`config.mk`:
```
export PLATFORM = sky130hd
export DESIGN_NAME = pidsc_div
export DESIGN_NICKNAME = d
export VERILOG_FILES = /design/src/hdl/pidsc_pkg.sv /design/src/hdl/pidsc_div.sv
export SDC_FILE = /design/constraint.sdc
export NUM_CORES = 1
export LEC_CHECK = 0
export BUFFER_PORTS_ARGS = -buffer_cell sky130_fd_sc_hd__buf_2
export CORE_MARGIN = 8
export CORE_UTILIZATION = 50
export CTS_CLUSTER_DIAMETER = 120
export DETAILED_ROUTE_END_ITERATION = 7
export GPL_TIMING_DRIVEN = 0
export PLACE_DENSITY_LB_ADDON = 0.1
export SETUP_SLACK_MARGIN = 0.2
export SLEW_MARGIN = 20
export SYNTH_ARGS = -nofsm -noshare
export SYNTH_HDL_FRONTEND = slang
export SYNTH_SLANG_ARGS = --single-unit
```
`constraint.sdc`:
```
create_clock -name clk -period 2.6 [get_ports clk]
set_input_delay 0.13 -clock clk [delete_from_list [all_inputs] [get_ports clk]]
set_output_delay 0.13 -clock clk [all_outputs]
set_load 0.01 [all_outputs]
```
`src/hdl/pidsc_pkg.sv`:
```
// Shared types, constants and saturating helpers for the PID speed controller.
`default_nettype none
package pidsc_pkg;

  localparam logic [30:0] FALL_STEP_MAX = 31'd0;

  localparam logic [2:0] REG_KP       = 3'd0;
  localparam logic [2:0] REG_KI       = 3'd1;
  localparam logic [2:0] REG_KD       = 3'd2;
  localparam logic [2:0] REG_OUT_MAX  = 3'd3;
  localparam logic [2:0] REG_OUT_MIN  = 3'd4;
  localparam logic [2:0] REG_INT_MAX  = 3'd5;
  localparam logic [2:0] REG_INT_MIN  = 3'd6;
  localparam logic [2:0] REG_RISE_MAX = 3'd7;

  localparam logic signed [31:0] S32_MAX = 32'sh7FFF_FFFF;
  localparam logic signed [31:0] S32_MIN = 32'sh8000_0000;

  typedef enum logic [3:0] {
    ST_IDLE, ST_PREP, ST_DIV, ST_CLAMP, ST_MP, ST_WP, ST_MI, ST_WI,
    ST_MD, ST_WD, ST_DRIVE, ST_OUT
  } pidsc_state_t;

  typedef struct packed {
    logic busy;
    logic [47:0] quotient;
  } pidsc_div_stat_t;

  function automatic logic signed [31:0] sat34(input logic signed [33:0] v);
    logic signed [31:0] r;
    if (v > 34'sh0_7FFF_FFFF) r = S32_MAX;
    else if (v < -34'sh0_8000_0000) r = S32_MIN;
    else r = v[31:0];
    return r;
  endfunction

  function automatic logic signed [31:0] qsub(input logic signed [31:0] a,
                                              input logic signed [31:0] b);
    logic signed [33:0] d;
    d = {{2{a[31]}}, a} - {{2{b[31]}}, b};
    return sat34(d);
  endfunction

  function automatic logic signed [31:0] qadd(input logic signed [31:0] a,
                                              input logic signed [31:0] b);
    logic signed [33:0] d;
    d = {{2{a[31]}}, a} + {{2{b[31]}}, b};
    return sat34(d);
  endfunction

endpackage
`default_nettype wire

```
`src/hdl/pidsc_div.sv`:
```
// Iterative restoring divider, one quotient bit per cycle, unsigned operands.
`default_nettype none
module pidsc_div
  import pidsc_pkg::*;
(
  input  logic            clk,
  input  logic            rst,
  input  logic            start,
  input  logic [47:0]     dividend,
  input  logic [31:0]     divisor,
  output pidsc_div_stat_t stat
);

  logic [47:0] quo;
  logic [31:0] rem;
  logic [31:0] dvs;
  logic [5:0]  cnt;
  logic        busy;
  logic [32:0] trial;
  logic [32:0] diff;

  always_comb begin
    trial = {rem, quo[47]};
    diff  = trial - {1'b0, dvs};
  end

  always_ff @(posedge clk) begin
    if (rst) begin
      busy <= 1'b0;
      cnt  <= '0;
    end else if (start) begin
      busy <= 1'b1;
      cnt  <= 6'd47;
    end else if (busy) begin
      if (cnt == 6'd0) busy <= 1'b0;
      cnt <= cnt - 6'd1;
    end
  end

  always_ff @(posedge clk) begin
    if (start) begin
      quo <= dividend;
      rem <= '0;
      dvs <= divisor;
    end else if (busy) begin
      if (!diff[32]) begin
        rem <= diff[31:0];
        quo <= {quo[46:0], 1'b1};
      end else begin
        rem <= trial[31:0];
        quo <= {quo[46:0], 1'b0};
      end
    end
  end

  assign stat.busy     = busy;
  assign stat.quotient = quo;

endmodule
`default_nettype wire
```
* Word level (Yosys, flattened, before mapping)
Index checks and enable logic that the tools add are counted.
Cells by class: add/sub/neg operators 2, mux-type cells 9, reduce and logical (&&, ||, !) cells 3
Operators by type and width (count):
- 48-bit 2-to-1 mux | 2
- 33-bit by 32-bit subtractor with 33-bit output | 1
- 32-bit 2-to-1 mux | 1
- 6-bit 2-to-1 mux | 2
- 6-bit zero test | 1
- 6-bit by 1-bit subtractor with 6-bit output, second input constant | 1
- 1-bit 2-to-1 mux | 4
- 2-bit nonzero test | 1
- 2-bit OR reduction | 1
Storage, ports and cells: word-level logic and storage cells 20, bits in registers 119, output and inout bits 49, input port bits 83

* Depth between registers and ports, before layout
depth in word-level cells 4, gate-level depth with buffers 14, gate-level depth less buffers 12

* Worst setup path before layout
No wires, ideal clock.
path type register to register, start point reg quo[47], end point reg rem[1], clock period less this slack 2.981 ns, setup time 0.135 ns, data arrival time 2.846 ns, slack -0.381 ns, data required time 2.465 ns, cell stages (with the launch flop) 15, path buffers 2, cell sequence edfxtp_1 > inv_1 > ha_1 > fa_1 > and2b_1 > o211ai_4 > a211oi_2 > o2111ai_2 > and4_4 > nor3_1 > nor2_1 > buf_4 > buf_6 > o211ai_1 > a21oi_1
Between the ends: word-level cells in the longest chain between the ends 2
RTL lines:
- start: declaration | line pidsc_div.sv:14 | logic [47:0] quo;
- start signal: assignment | line pidsc_div.sv:42 | quo <= dividend;
- start signal: assignment | line pidsc_div.sv:48 | quo <= {quo[46:0], 1'b1};
- start signal: assignment | line pidsc_div.sv:51 | quo <= {quo[46:0], 1'b0};
- 33-bit by 32-bit subtractor with 33-bit output | line pidsc_div.sv:24 | diff = trial - {1'b0, dvs};
- 32-bit 2-to-1 mux | line pidsc_div.sv:46 | if (!diff[32]) begin
- end signal: assignment | line pidsc_div.sv:47 | rem <= diff[31:0];
- end signal: assignment | line pidsc_div.sv:50 | rem <= trial[31:0];
- end: declaration | line pidsc_div.sv:15 | logic [31:0] rem;
No other way between the ends. A chain may end at the register's enable or synchronous reset.

* Worst setup path in the final report
start point reg quo[47], end point reg rem[4]
The elaborated chain is that of the path after synthesis.

==> metrics.txt <==
Synth area leader edfxtp_1; vias 5,964; Yosys reg bits 119; HP Start dividend[22]; FF-to-FF Start quo[47]$_DFFE_PP_; Design Power 6.14 mW; setup ws final -0.474 ns; Tcrit/Tclk final 118%; first-pass GRT wire length 30,300 µm; drt total wl 18,900 µm; total CTS buffers 17; f_max 0.325 GHz; crit path time final 3.07 ns; H-Tree Depth 4; max-cap check violation count 0; CP Capture Type flop; Max Slew Vio Count 0; RSZ-0062 raised after global routing true; Worst setup SP type flop; post-synthesis compound-gate area fraction 15.8%; Post-synth EDFFs 80; Slew @ Worst Pin 0.788 ns; P&R area growth vs syn 44.5%; Yosys top cell area share 35.9%; final count of hold timing violations 0; Clock Latency Late Sink 0.43 ns; grt ovf 0; clock skew 0.0121 ns; Yosys cell types 62; die extent in x 132 µm; post-synthesis async set-or-reset flop share 0%; die area 17,300 µm²; max_slew headroom 47.5%; Leak Pwr 4.03 nW; Post-synth top cells edfxtp_1, nand2_1, nor2_1; Hold Path Class input pin to flop; Synth area leaders edfxtp_1, dfxtp_1, mux2_2; drt pass-1 iters 5; initial DRC count 463; CP Class flop to flop; vias per std cell 5.50; Seq/Total Area, Yosys 47.6%; Register-to-Register Path Depth 15; Routability Congestion 0.909; XOR/XNOR share of the synthesized area 3.80%; hpwl dp 12,000 µm; die height 132 µm; post-route DRC violation count 0; initial antenna violation count 1; PortBufs 131; Post-Syn Area 6680 µm²; endpoints failing setup 33; Top FF cell, synth edfxtp_1; Syn Area/Cell 10.4 µm²; Hold Path Depth 2; crit path max fanout 4; pin count of the biggest net entering global routing 49; All-Layer GR Usage 21.5%; nets@finish 1,013; clock sink count 119; Post-Synth Simple-Gate Area 13.0%; maximum vdd ir drop 0.000492 V; Synth warnings 0; most frequent cell after synthesis edfxtp_1; std cell rows 42; post-synthesis cell count 645; area share of fa/ha/maj cells after synthesis 6.67%; CTS tree built; vias in the first global route 6,061; io pins 132; WL per Instance 17.5 µm; critical path data required time 2.93 ns; Max Root-Sink Buffers 2; clock root cell clkbuf_16; CP startpoint quo[47]$_DFFE_PP_; Min Hold Slack 0.0176 ns; Mapped Nets 763; critical path data arrival time 3.40 ns; status complete, but fails checks; mux contribution to synthesized area 8.26%; antenna-violating nets left 0; largest family of logic cells by synthesized area compound AO/OA/AOI/OAI gates; pwr dens 635 nW/µm²; Initial Util 50.9%; core area 13,100 µm²; Worst-path clk slew 0.06 ns; failing checks negative setup slack; fraction of layout cells with a size suffix above 1 36.8%
-- flip-flops by register name, indices dropped and copies added, names as in the netlist --
register  count
quo          48
dvs          32
rem          32
cnt           6
busy          1
-- cell usage in the layout (no fill, tap or decap), types with 5 or more instances in the layout --
cell type / instances
o21ai_1: 5
buf_6: 10
nand3_1: 6
nor3_1: 5
a21o_1: 7
clkbuf_1: 21
clkbuf_16: 17
buf_4: 15
buf_2: 133
nor2_1: 55
inv_1: 47
nand2_2: 17
edfxtp_1: 80
a311oi_2: 16
nand2_1: 53
o211ai_1: 5
dlygate4sd3_1: 73
xnor2_1: 19
ha_1: 32
a311oi_1: 10
xor2_1: 9
mux2_2: 48
nor2b_1: 5
o21ai_0: 17
dfxtp_1: 39
nand2_4: 5
o21a_1: 7
a21oi_2: 6
a21oi_1: 30
-- worst max-delay path, stage by stage (launching register included) --
cell	delay (ns)
edfxtp_1	0.40
inv_1	0.07
ha_2	0.19
fa_2	0.34
and2b_2	0.25
o211ai_4	0.09
a211oi_4	0.30
o2111ai_4	0.17
nand4_1	0.24
a21oi_2	0.11
nor2_2	0.13
buf_6	0.15
buf_6	0.12
buf_6	0.10
nand2_2	0.04
a311oi_2	0.27
-- final timing paths --
| check | endpoint | slack, ns |
|---|---|---|
| worst min register to register | rem[7]$_SDFFE_PP0P_ | 0.50 |
| worst max register to register | rem[4]$_SDFFE_PP0P_ | -0.47 |
| worst max-delay path | rem[4]$_SDFFE_PP0P_ | -0.47 |
| worst min-delay path | quo[22]$_DFFE_PP_ | 0.02 |
-- per-stage QoR --
stage / std cells / cell area [µm²] / worst slack [ns] / setup TNS, ns / utilization (%)
after CTS: 1082 / 9380 / -0.473 / -13.46 / 71.4
after detailed placement: 952 / 7620 / -0.641 / -45.27 / 58.0
final: 1085 / 9660 / -0.474 / -13.33 / 73.5
after floorplan: 645 / 6750 / -0.190 / -4.07 / -
after global placement: 952 / 7620 / -0.578 / -39.24 / 58.0
after global routing: 1085 / 9660 / -0.588 / -16.91 / 73.5
-- logic make-up (layout without fill, tap and decap cells) --
logic type	Yosys count	after routing
AND/OR/NAND/NOR	189	190
AO/OA/AOI/OAI	146	146
flip-flops	119	119
buffers and inverters	78	340
multiplexers	49	49
adder cells (fa/ha/maj)	35	35
XOR/XNOR	29	29
other	0	1
-- report_power, final --
part           total [mW]  internal, mW  switching, mW
Clock                2.37          1.51          0.863
Combinational        1.44         0.658          0.784
Sequential           2.32          2.22          0.103
-- layout make-up --
type,count,area (µm²)
plain buffers,30,184
diodes,1,2.50
repair buffers,230,1690
inverters,48,180
multi-input cells,449,3610
clock buffers,21,440
well taps,176,220
fillers,906,3480
flip-flops and latches,119,3180
clock inverters,11,150
-- per-layer routing --
| layer | GRT usage [%] | vias up | part of all wire (%) |
|---|---|---|---|
| li1 | - | 2858 | - |
| met1 | 24.8 | 2876 | 43 |
| met2 | 35.7 | 190 | 48 |
| met3 | 7.55 | 40 | 6.9 |
| met4 | 9.38 | 0 | 2.2 |
| met5 | 0 | - | 0 |
-- timing repair --
item | 4_1_cts | 5_1_grt
hold buffers | 73 | 0
gates cloned | 3 | 1
endpoints found under the hold margin | 79 | 0
buffers inserted | 22 | 1
endpoints found under the setup margin | 81 | 81
resized for setup | 45 | 56
pin swaps | 18 | 25
Power figures use the tool's default switching activity.
