### config.mk
export PLATFORM = sky130hd
export DESIGN_NAME = pidsc_mul
export DESIGN_NICKNAME = d
export VERILOG_FILES = /design/src/hdl/pidsc_pkg.sv /design/src/hdl/pidsc_mul.sv
export SDC_FILE = /design/constraint.sdc
export NUM_CORES = 2
export LEC_CHECK = 0
export BUFFER_PORTS_ARGS = -buffer_cell sky130_fd_sc_hd__clkbuf_2
export CORE_ASPECT_RATIO = 0.75
export CORE_MARGIN = 2
export CORE_UTILIZATION = 60
export DETAILED_ROUTE_END_ITERATION = 16
export PLACE_DENSITY = 0.77
export SYNTH_ARGS = -nofsm -noshare
export SYNTH_HDL_FRONTEND = slang
export SYNTH_SLANG_ARGS = --single-unit
### constraint.sdc
create_clock -name clk -period 9 [get_ports clk]
set_input_delay 0 -clock clk [delete_from_list [all_inputs] [get_ports clk]]
set_output_delay 0 -clock clk [all_outputs]
set_load 0.005 [all_outputs]
### src/hdl/pidsc_pkg.sv
// Shared types, constants and saturating helpers for the PID speed controller.
`default_nettype none
package pidsc_pkg;

  localparam logic [30:0] FALL_STEP_MAX = 31'd0;

  localparam logic [2:0] REG_KP       = 3'd0;
  localparam logic [2:0] REG_KI       = 3'd1;
  localparam logic [2:0] REG_KD       = 3'd2;
  localparam logic [2:0] REG_OUT_MAX  = 3'd3;
  localparam logic [2:0] REG_OUT_MIN  = 3'd4;
  localparam logic [2:0] REG_INT_MAX  = 3'd5;
  localparam logic [2:0] REG_INT_MIN  = 3'd6;
  localparam logic [2:0] REG_RISE_MAX = 3'd7;

  localparam logic signed [31:0] S32_MAX = 32'sh7FFF_FFFF;
  localparam logic signed [31:0] S32_MIN = 32'sh8000_0000;

  typedef enum logic [3:0] {
    ST_IDLE, ST_PREP, ST_DIV, ST_CLAMP, ST_MP, ST_WP, ST_MI, ST_WI,
    ST_MD, ST_WD, ST_DRIVE, ST_OUT
  } pidsc_state_t;

  typedef struct packed {
    logic busy;
    logic [47:0] quotient;
  } pidsc_div_stat_t;

  function automatic logic signed [31:0] sat34(input logic signed [33:0] v);
    logic signed [31:0] r;
    if (v > 34'sh0_7FFF_FFFF) r = S32_MAX;
    else if (v < -34'sh0_8000_0000) r = S32_MIN;
    else r = v[31:0];
    return r;
  endfunction

  function automatic logic signed [31:0] qsub(input logic signed [31:0] a,
                                              input logic signed [31:0] b);
    logic signed [33:0] d;
    d = {{2{a[31]}}, a} - {{2{b[31]}}, b};
    return sat34(d);
  endfunction

  function automatic logic signed [31:0] qadd(input logic signed [31:0] a,
                                              input logic signed [31:0] b);
    logic signed [33:0] d;
    d = {{2{a[31]}}, a} + {{2{b[31]}}, b};
    return sat34(d);
  endfunction

endpackage
`default_nettype wire

### src/hdl/pidsc_mul.sv
// Shared signed 32x32 multiplier with registered product and Q16.16 saturation.
`default_nettype none
module pidsc_mul
  import pidsc_pkg::*;
(
  input  logic               clk,
  input  logic               load,
  input  logic signed [31:0] a,
  input  logic signed [31:0] b,
  output logic signed [31:0] q
);

  logic signed [63:0] prod;
  logic signed [47:0] shifted;

  always_ff @(posedge clk) begin
    if (load) begin
      prod <= a * b;
    end
  end

  always_comb begin
    shifted = prod[63:16];
    if (shifted > 48'sh0000_7FFF_FFFF) q = S32_MAX;
    else if (shifted < -48'sh0000_8000_0000) q = S32_MIN;
    else q = shifted[31:0];
  end

endmodule
`default_nettype wire

; Word level (Yosys, flattened, before mapping)
; Index checks and enable logic that the tools add are counted.
[word_totals]
ff_bits = 64
latchBits = 0
ramBits = 0
romBits = 0
out_inout_bits = 32
n_memories = 0
[op_classes]
n_addsub = 0
multipliers = 1
div_mod_pow = 0
magnitude_cmp = 2
eq_ne = 0
shift = 0
n_mux = 2
bitwise = 0
reduce_logical = 0
[op_table]
columns = cell, n
row1 = $mul A32 B32 Y64, 1
row2 = $mux W32, 2
row3 = $gt A48 B32 Y1 const B, 1
row4 = $lt A48 B32 Y1 const B, 1

; Logic depth before layout (Yosys ltp)
[logic_depth]
ltp_word = 3
ltp_mapped = 28
depth_no_buf = 27

; Worst setup path after synthesis
; No wires, ideal clock.
[synth_timing]
path_type = input to register
from = input port a[31]
to = register prod[57] (data pin)
setup_time_ns = 0.259
t_arrival_ns = 7.235
required_ns = 8.741
slack_ns = 1.506
stages = 25
n_path_buf = 1
path_cell_list = clkbuf_1 nand2_1 inv_1 fa_1 inv_1 fa_1 inv_1 fa_1 fa_1 inv_1 fa_1 inv_1 fa_1 fa_1 fa_1 ha_1 and2_1 and3_1 nand4_1 nor2_1 a2111oi_0 a211oi_1 a311o_1 a211oi_2 xnor2_1
[synth_between]
elab_chain_cells = 1
[synth_rtl]
columns = element, line
row1 = start: declaration, pidsc_mul.sv:8  ; input logic signed [31:0] a,
row2 = $mul A32 B32 Y64, pidsc_mul.sv:18  ; prod <= a * b;
row3 = end signal: assignment, pidsc_mul.sv:18
row4 = end: declaration, pidsc_mul.sv:13  ; logic signed [63:0] prod;
; Every way passes these cells.
; A chain may end at the register's enable or synchronous reset.

; Final worst setup path
[layout_timing]
from = input port b[2]
to = register prod[57] (data pin)
[layout_between]
elab_chain_cells = 1
[layout_rtl]
columns = element, line
row1 = start: declaration, pidsc_mul.sv:9  ; input logic signed [31:0] b,
row2 = $mul A32 B32 Y64, pidsc_mul.sv:18
; Every way passes these cells.

==> flow_metrics.env <==
export IMPL_synth_seq_cells=48
export IMPL_critical_path_buf_inv_count=4
export IMPL_wire_per_inst_um=20.7
export IMPL_die_y_um=221
export IMPL_regMostFlops="prod"
export IMPL_hpwl_um=82300
export IMPL_synth_seq_area_share=0.0384
export IMPL_vias=25800
export IMPL_rsz0062_at_grt="false"
export IMPL_synth_area_um2=37500
export IMPL_syn_instance_count=3906
export IMPL_io_buffers=97
export IMPL_start_kind="input pin"
export IMPL_grt_use_total=0.324
export IMPL_required_ns=9.06
export IMPL_ys_async_sr_fraction=0
export IMPL_grt_pass1_wl_um=159000
export IMPL_hold_path_class="in2reg"
export IMPL_numCtsBuffers=5
export IMPL_arrival_ns=8.25
export IMPL_cp_cell_sequence="clkbuf_2, nand2_1, inv_1, fa_1, fa_1, fa_1, fa_1, inv_1, fa_1, inv_1, fa_1, fa_1, fa_1, ha_1, and2_1, and3_1, nand4_1, nor2_1, a2111oi_0, a211oi_1, a311o_1, a211oi_2, xnor2_1"
export IMPL_antenna_found_initial=4
export IMPL_drtIter0Drc=2250
export IMPL_viasPerCell=5.55
export IMPL_reg_top3="prod x48"
export IMPL_htree_levels=2
export IMPL_syn2layout_area_growth_pct=3.26
export IMPL_antenna_left=0
export IMPL_cp_top_family="adder cells"
export IMPL_status="complete, no violations"
export IMPL_clock_path_buffers=2
export IMPL_fin_tns_setup_ns=0
export IMPL_hold_viol=0
export IMPL_synth_nets=5233
export IMPL_grt_pass1_vias=27600
export IMPL_period_share=0.910
export IMPL_worst_path_most_repeated_cell="fa_1"
export IMPL_cp_slowest_cell="fa_1"
export IMPL_grt_max_degree=49
export IMPL_drt_met1_wl_um=42100
export IMPL_slew_headroom=0.345
export IMPL_ys_types=69
export IMPL_drive_gt1_frac=0.0435
export IMPL_grt_overflow_total=0
export IMPL_dieArea_um2=64500
export IMPL_cts_resized=0
export IMPL_clk_pin_slew_ns=0.07
export IMPL_setup_violations=0
export IMPL_route_met3_wl_um=15700
export IMPL_cts_hold_buf=0
export IMPL_yosys_most_used_dff="edfxtp_1"
export IMPL_largest_reg_flops=48
export IMPL_routed_top_layer="met5"
export IMPL_dr_pass1_iters=5
export IMPL_crit_type="in2reg"
export IMPL_maxCapViolCount=0
export IMPL_slew_viol_final=0
export IMPL_postCtsSetupBuffers=0
export IMPL_cts_tree="done"
export IMPL_root_buffer="clkbuf_16"
export IMPL_cts_sinks=48
export IMPL_fmax_mhz=122
export IMPL_end_kind="register"
export IMPL_rows=79
export IMPL_cpPeakStageDelay_ns=0.94
export IMPL_drc=0
export IMPL_worst_path_max_fanout=25
export IMPL_die_w_um=293
export IMPL_initial_utilization=0.606
export IMPL_core_area_um2=61900
export IMPL_layout_nets=5168
export IMPL_gp_congestion=0.960
export IMPL_synth_edf_count=48
export IMPL_yosysWarnings=0
export IMPL_worstMarginPinSlew_ns=0.979
export IMPL_finalCriticalPeriod_ns=8.19
export IMPL_fin_util=0.626
export IMPL_io_pins=98
export IMPL_drt_wl_total_um=96500
export IMPL_wl_met2_um=37900
export IMPL_syn_avg_cell_area_um2=9.60
==> routing by layer <==
layer | up-vias | GRT usage
li1 | 11000 | -
met1 | 13300 | 0.505
met2 | 1451 | 0.429
met3 | 73 | 0.143
met4 | 8 | 0.0374
met5 | - | 0
==> Yosys cell counts, drive strengths merged, types with 2 or more instances <==
| library cell | instances | share of area |
|---|---|---|
| a2111oi | 2 | 0.00097 |
| nand4b | 2 | 0.00047 |
| or4 | 2 | 0.00040 |
| o31ai | 2 | 0.00053 |
| nor2b | 4 | 0.00067 |
| nand2 | 521 | 0.052 |
| o41ai | 2 | 0.00047 |
| nand4 | 14 | 0.0023 |
| xor2 | 24 | 0.0056 |
| fa | 1081 | 0.58 |
| a21o | 58 | 0.012 |
| and2 | 514 | 0.086 |
| o21a | 5 | 0.0010 |
| o21bai | 6 | 0.0012 |
| o2111ai | 2 | 0.00047 |
| and4 | 2 | 0.00047 |
| xnor2 | 38 | 0.0089 |
| nor3 | 6 | 0.00080 |
| buf | 3 | 0.00033 |
| o211ai | 4 | 0.0011 |
| o21ai | 30 | 0.0042 |
| a211o | 2 | 0.00047 |
| a31oi | 4 | 0.00083 |
| ha | 180 | 0.060 |
| nor2 | 53 | 0.0054 |
| a21oi | 52 | 0.0072 |
| clkbuf | 207 | 0.021 |
| nor4 | 5 | 0.00083 |
| a21boi | 3 | 0.00060 |
| edfxtp | 48 | 0.038 |
| inv | 969 | 0.097 |
| nand2b | 11 | 0.0018 |
| and3 | 7 | 0.0013 |
| nand3 | 14 | 0.0019 |
| a211oi | 9 | 0.0019 |
| o311ai | 2 | 0.00067 |
==> cells by family (layout without fill, tap and decap cells) <==
| logic type | count (synthesis) | after routing | synth area share |
|---|---|---|---|
| AND/OR/NAND/NOR | 1158 | 1158 | 0.155 |
| adder cells (fa/ha/maj) | 1261 | 1261 | 0.637 |
| XOR/XNOR | 62 | 62 | 0.0145 |
| multiplexers | 1 | 1 | 0.000267 |
| other | 0 | 3 | 0 |
| buffers and inverters | 1179 | 1115 | 0.118 |
| flip-flops | 48 | 48 | 0.0384 |
| AO/OA/AOI/OAI | 197 | 197 | 0.0368 |
==> path summary, 6_finish.rpt <==
check  startpoint            endpoint  cells after the start
max          b[2]  prod[57]$_DFFE_PP_                     23
min          load  prod[45]$_DFFE_PP_                      2
==> stage by stage <==
| step | std cells | instance area (um2) | hold WS [ns] | worst slack, ns |
|---|---|---|---|---|
| 6_report | 4655 | 38700 | 0.321 | 0.812 |
| 5_1_grt | 4652 | 38700 | 0.364 | 0.442 |
| 4_1_cts | 4652 | 38700 | 0.340 | 0.942 |
| 3_5_place_dp | 4644 | 38500 | 0.501 | 0.631 |
| 3_3_place_gp | 4644 | 38500 | 0.502 | 0.835 |
| 2_1_floorplan | 3906 | 37500 | 0.112 | 1.51 |
==> final cells by class <==
class / count / area (um2)
timing repair buffer: 138 / 793
clock buffer: 5 / 125
clock inverter: 3 / 46.3
antenna: 3 / 7.51
multi-input combinational: 2679 / 31700
inverter: 969 / 3640
sequential: 48 / 1440
fill: 4988 / 23100
tap: 810 / 1010
==> cell usage in the layout, fill, tap and decap left out, drive strengths merged, types with 14 or more instances in the layout <==
| master | Yosys | final |
|---|---|---|
| o21ai | 30 | 30 |
| ha | 180 | 180 |
| inv | 969 | 970 |
| buf | 3 | 41 |
| xor2 | 24 | 24 |
| a21oi | 52 | 52 |
| fa | 1081 | 1081 |
| edfxtp | 48 | 48 |
| and2 | 514 | 514 |
| xnor2 | 38 | 38 |
| nand2 | 521 | 521 |
| clkbuf | 207 | 102 |
| a21o | 58 | 58 |
| nand4 | 14 | 14 |
| nand3 | 14 | 14 |
| nor2 | 53 | 53 |
Power is not shown: default switching activity piles up to over one toggle a cycle in this logic, so the estimate is an artifact.
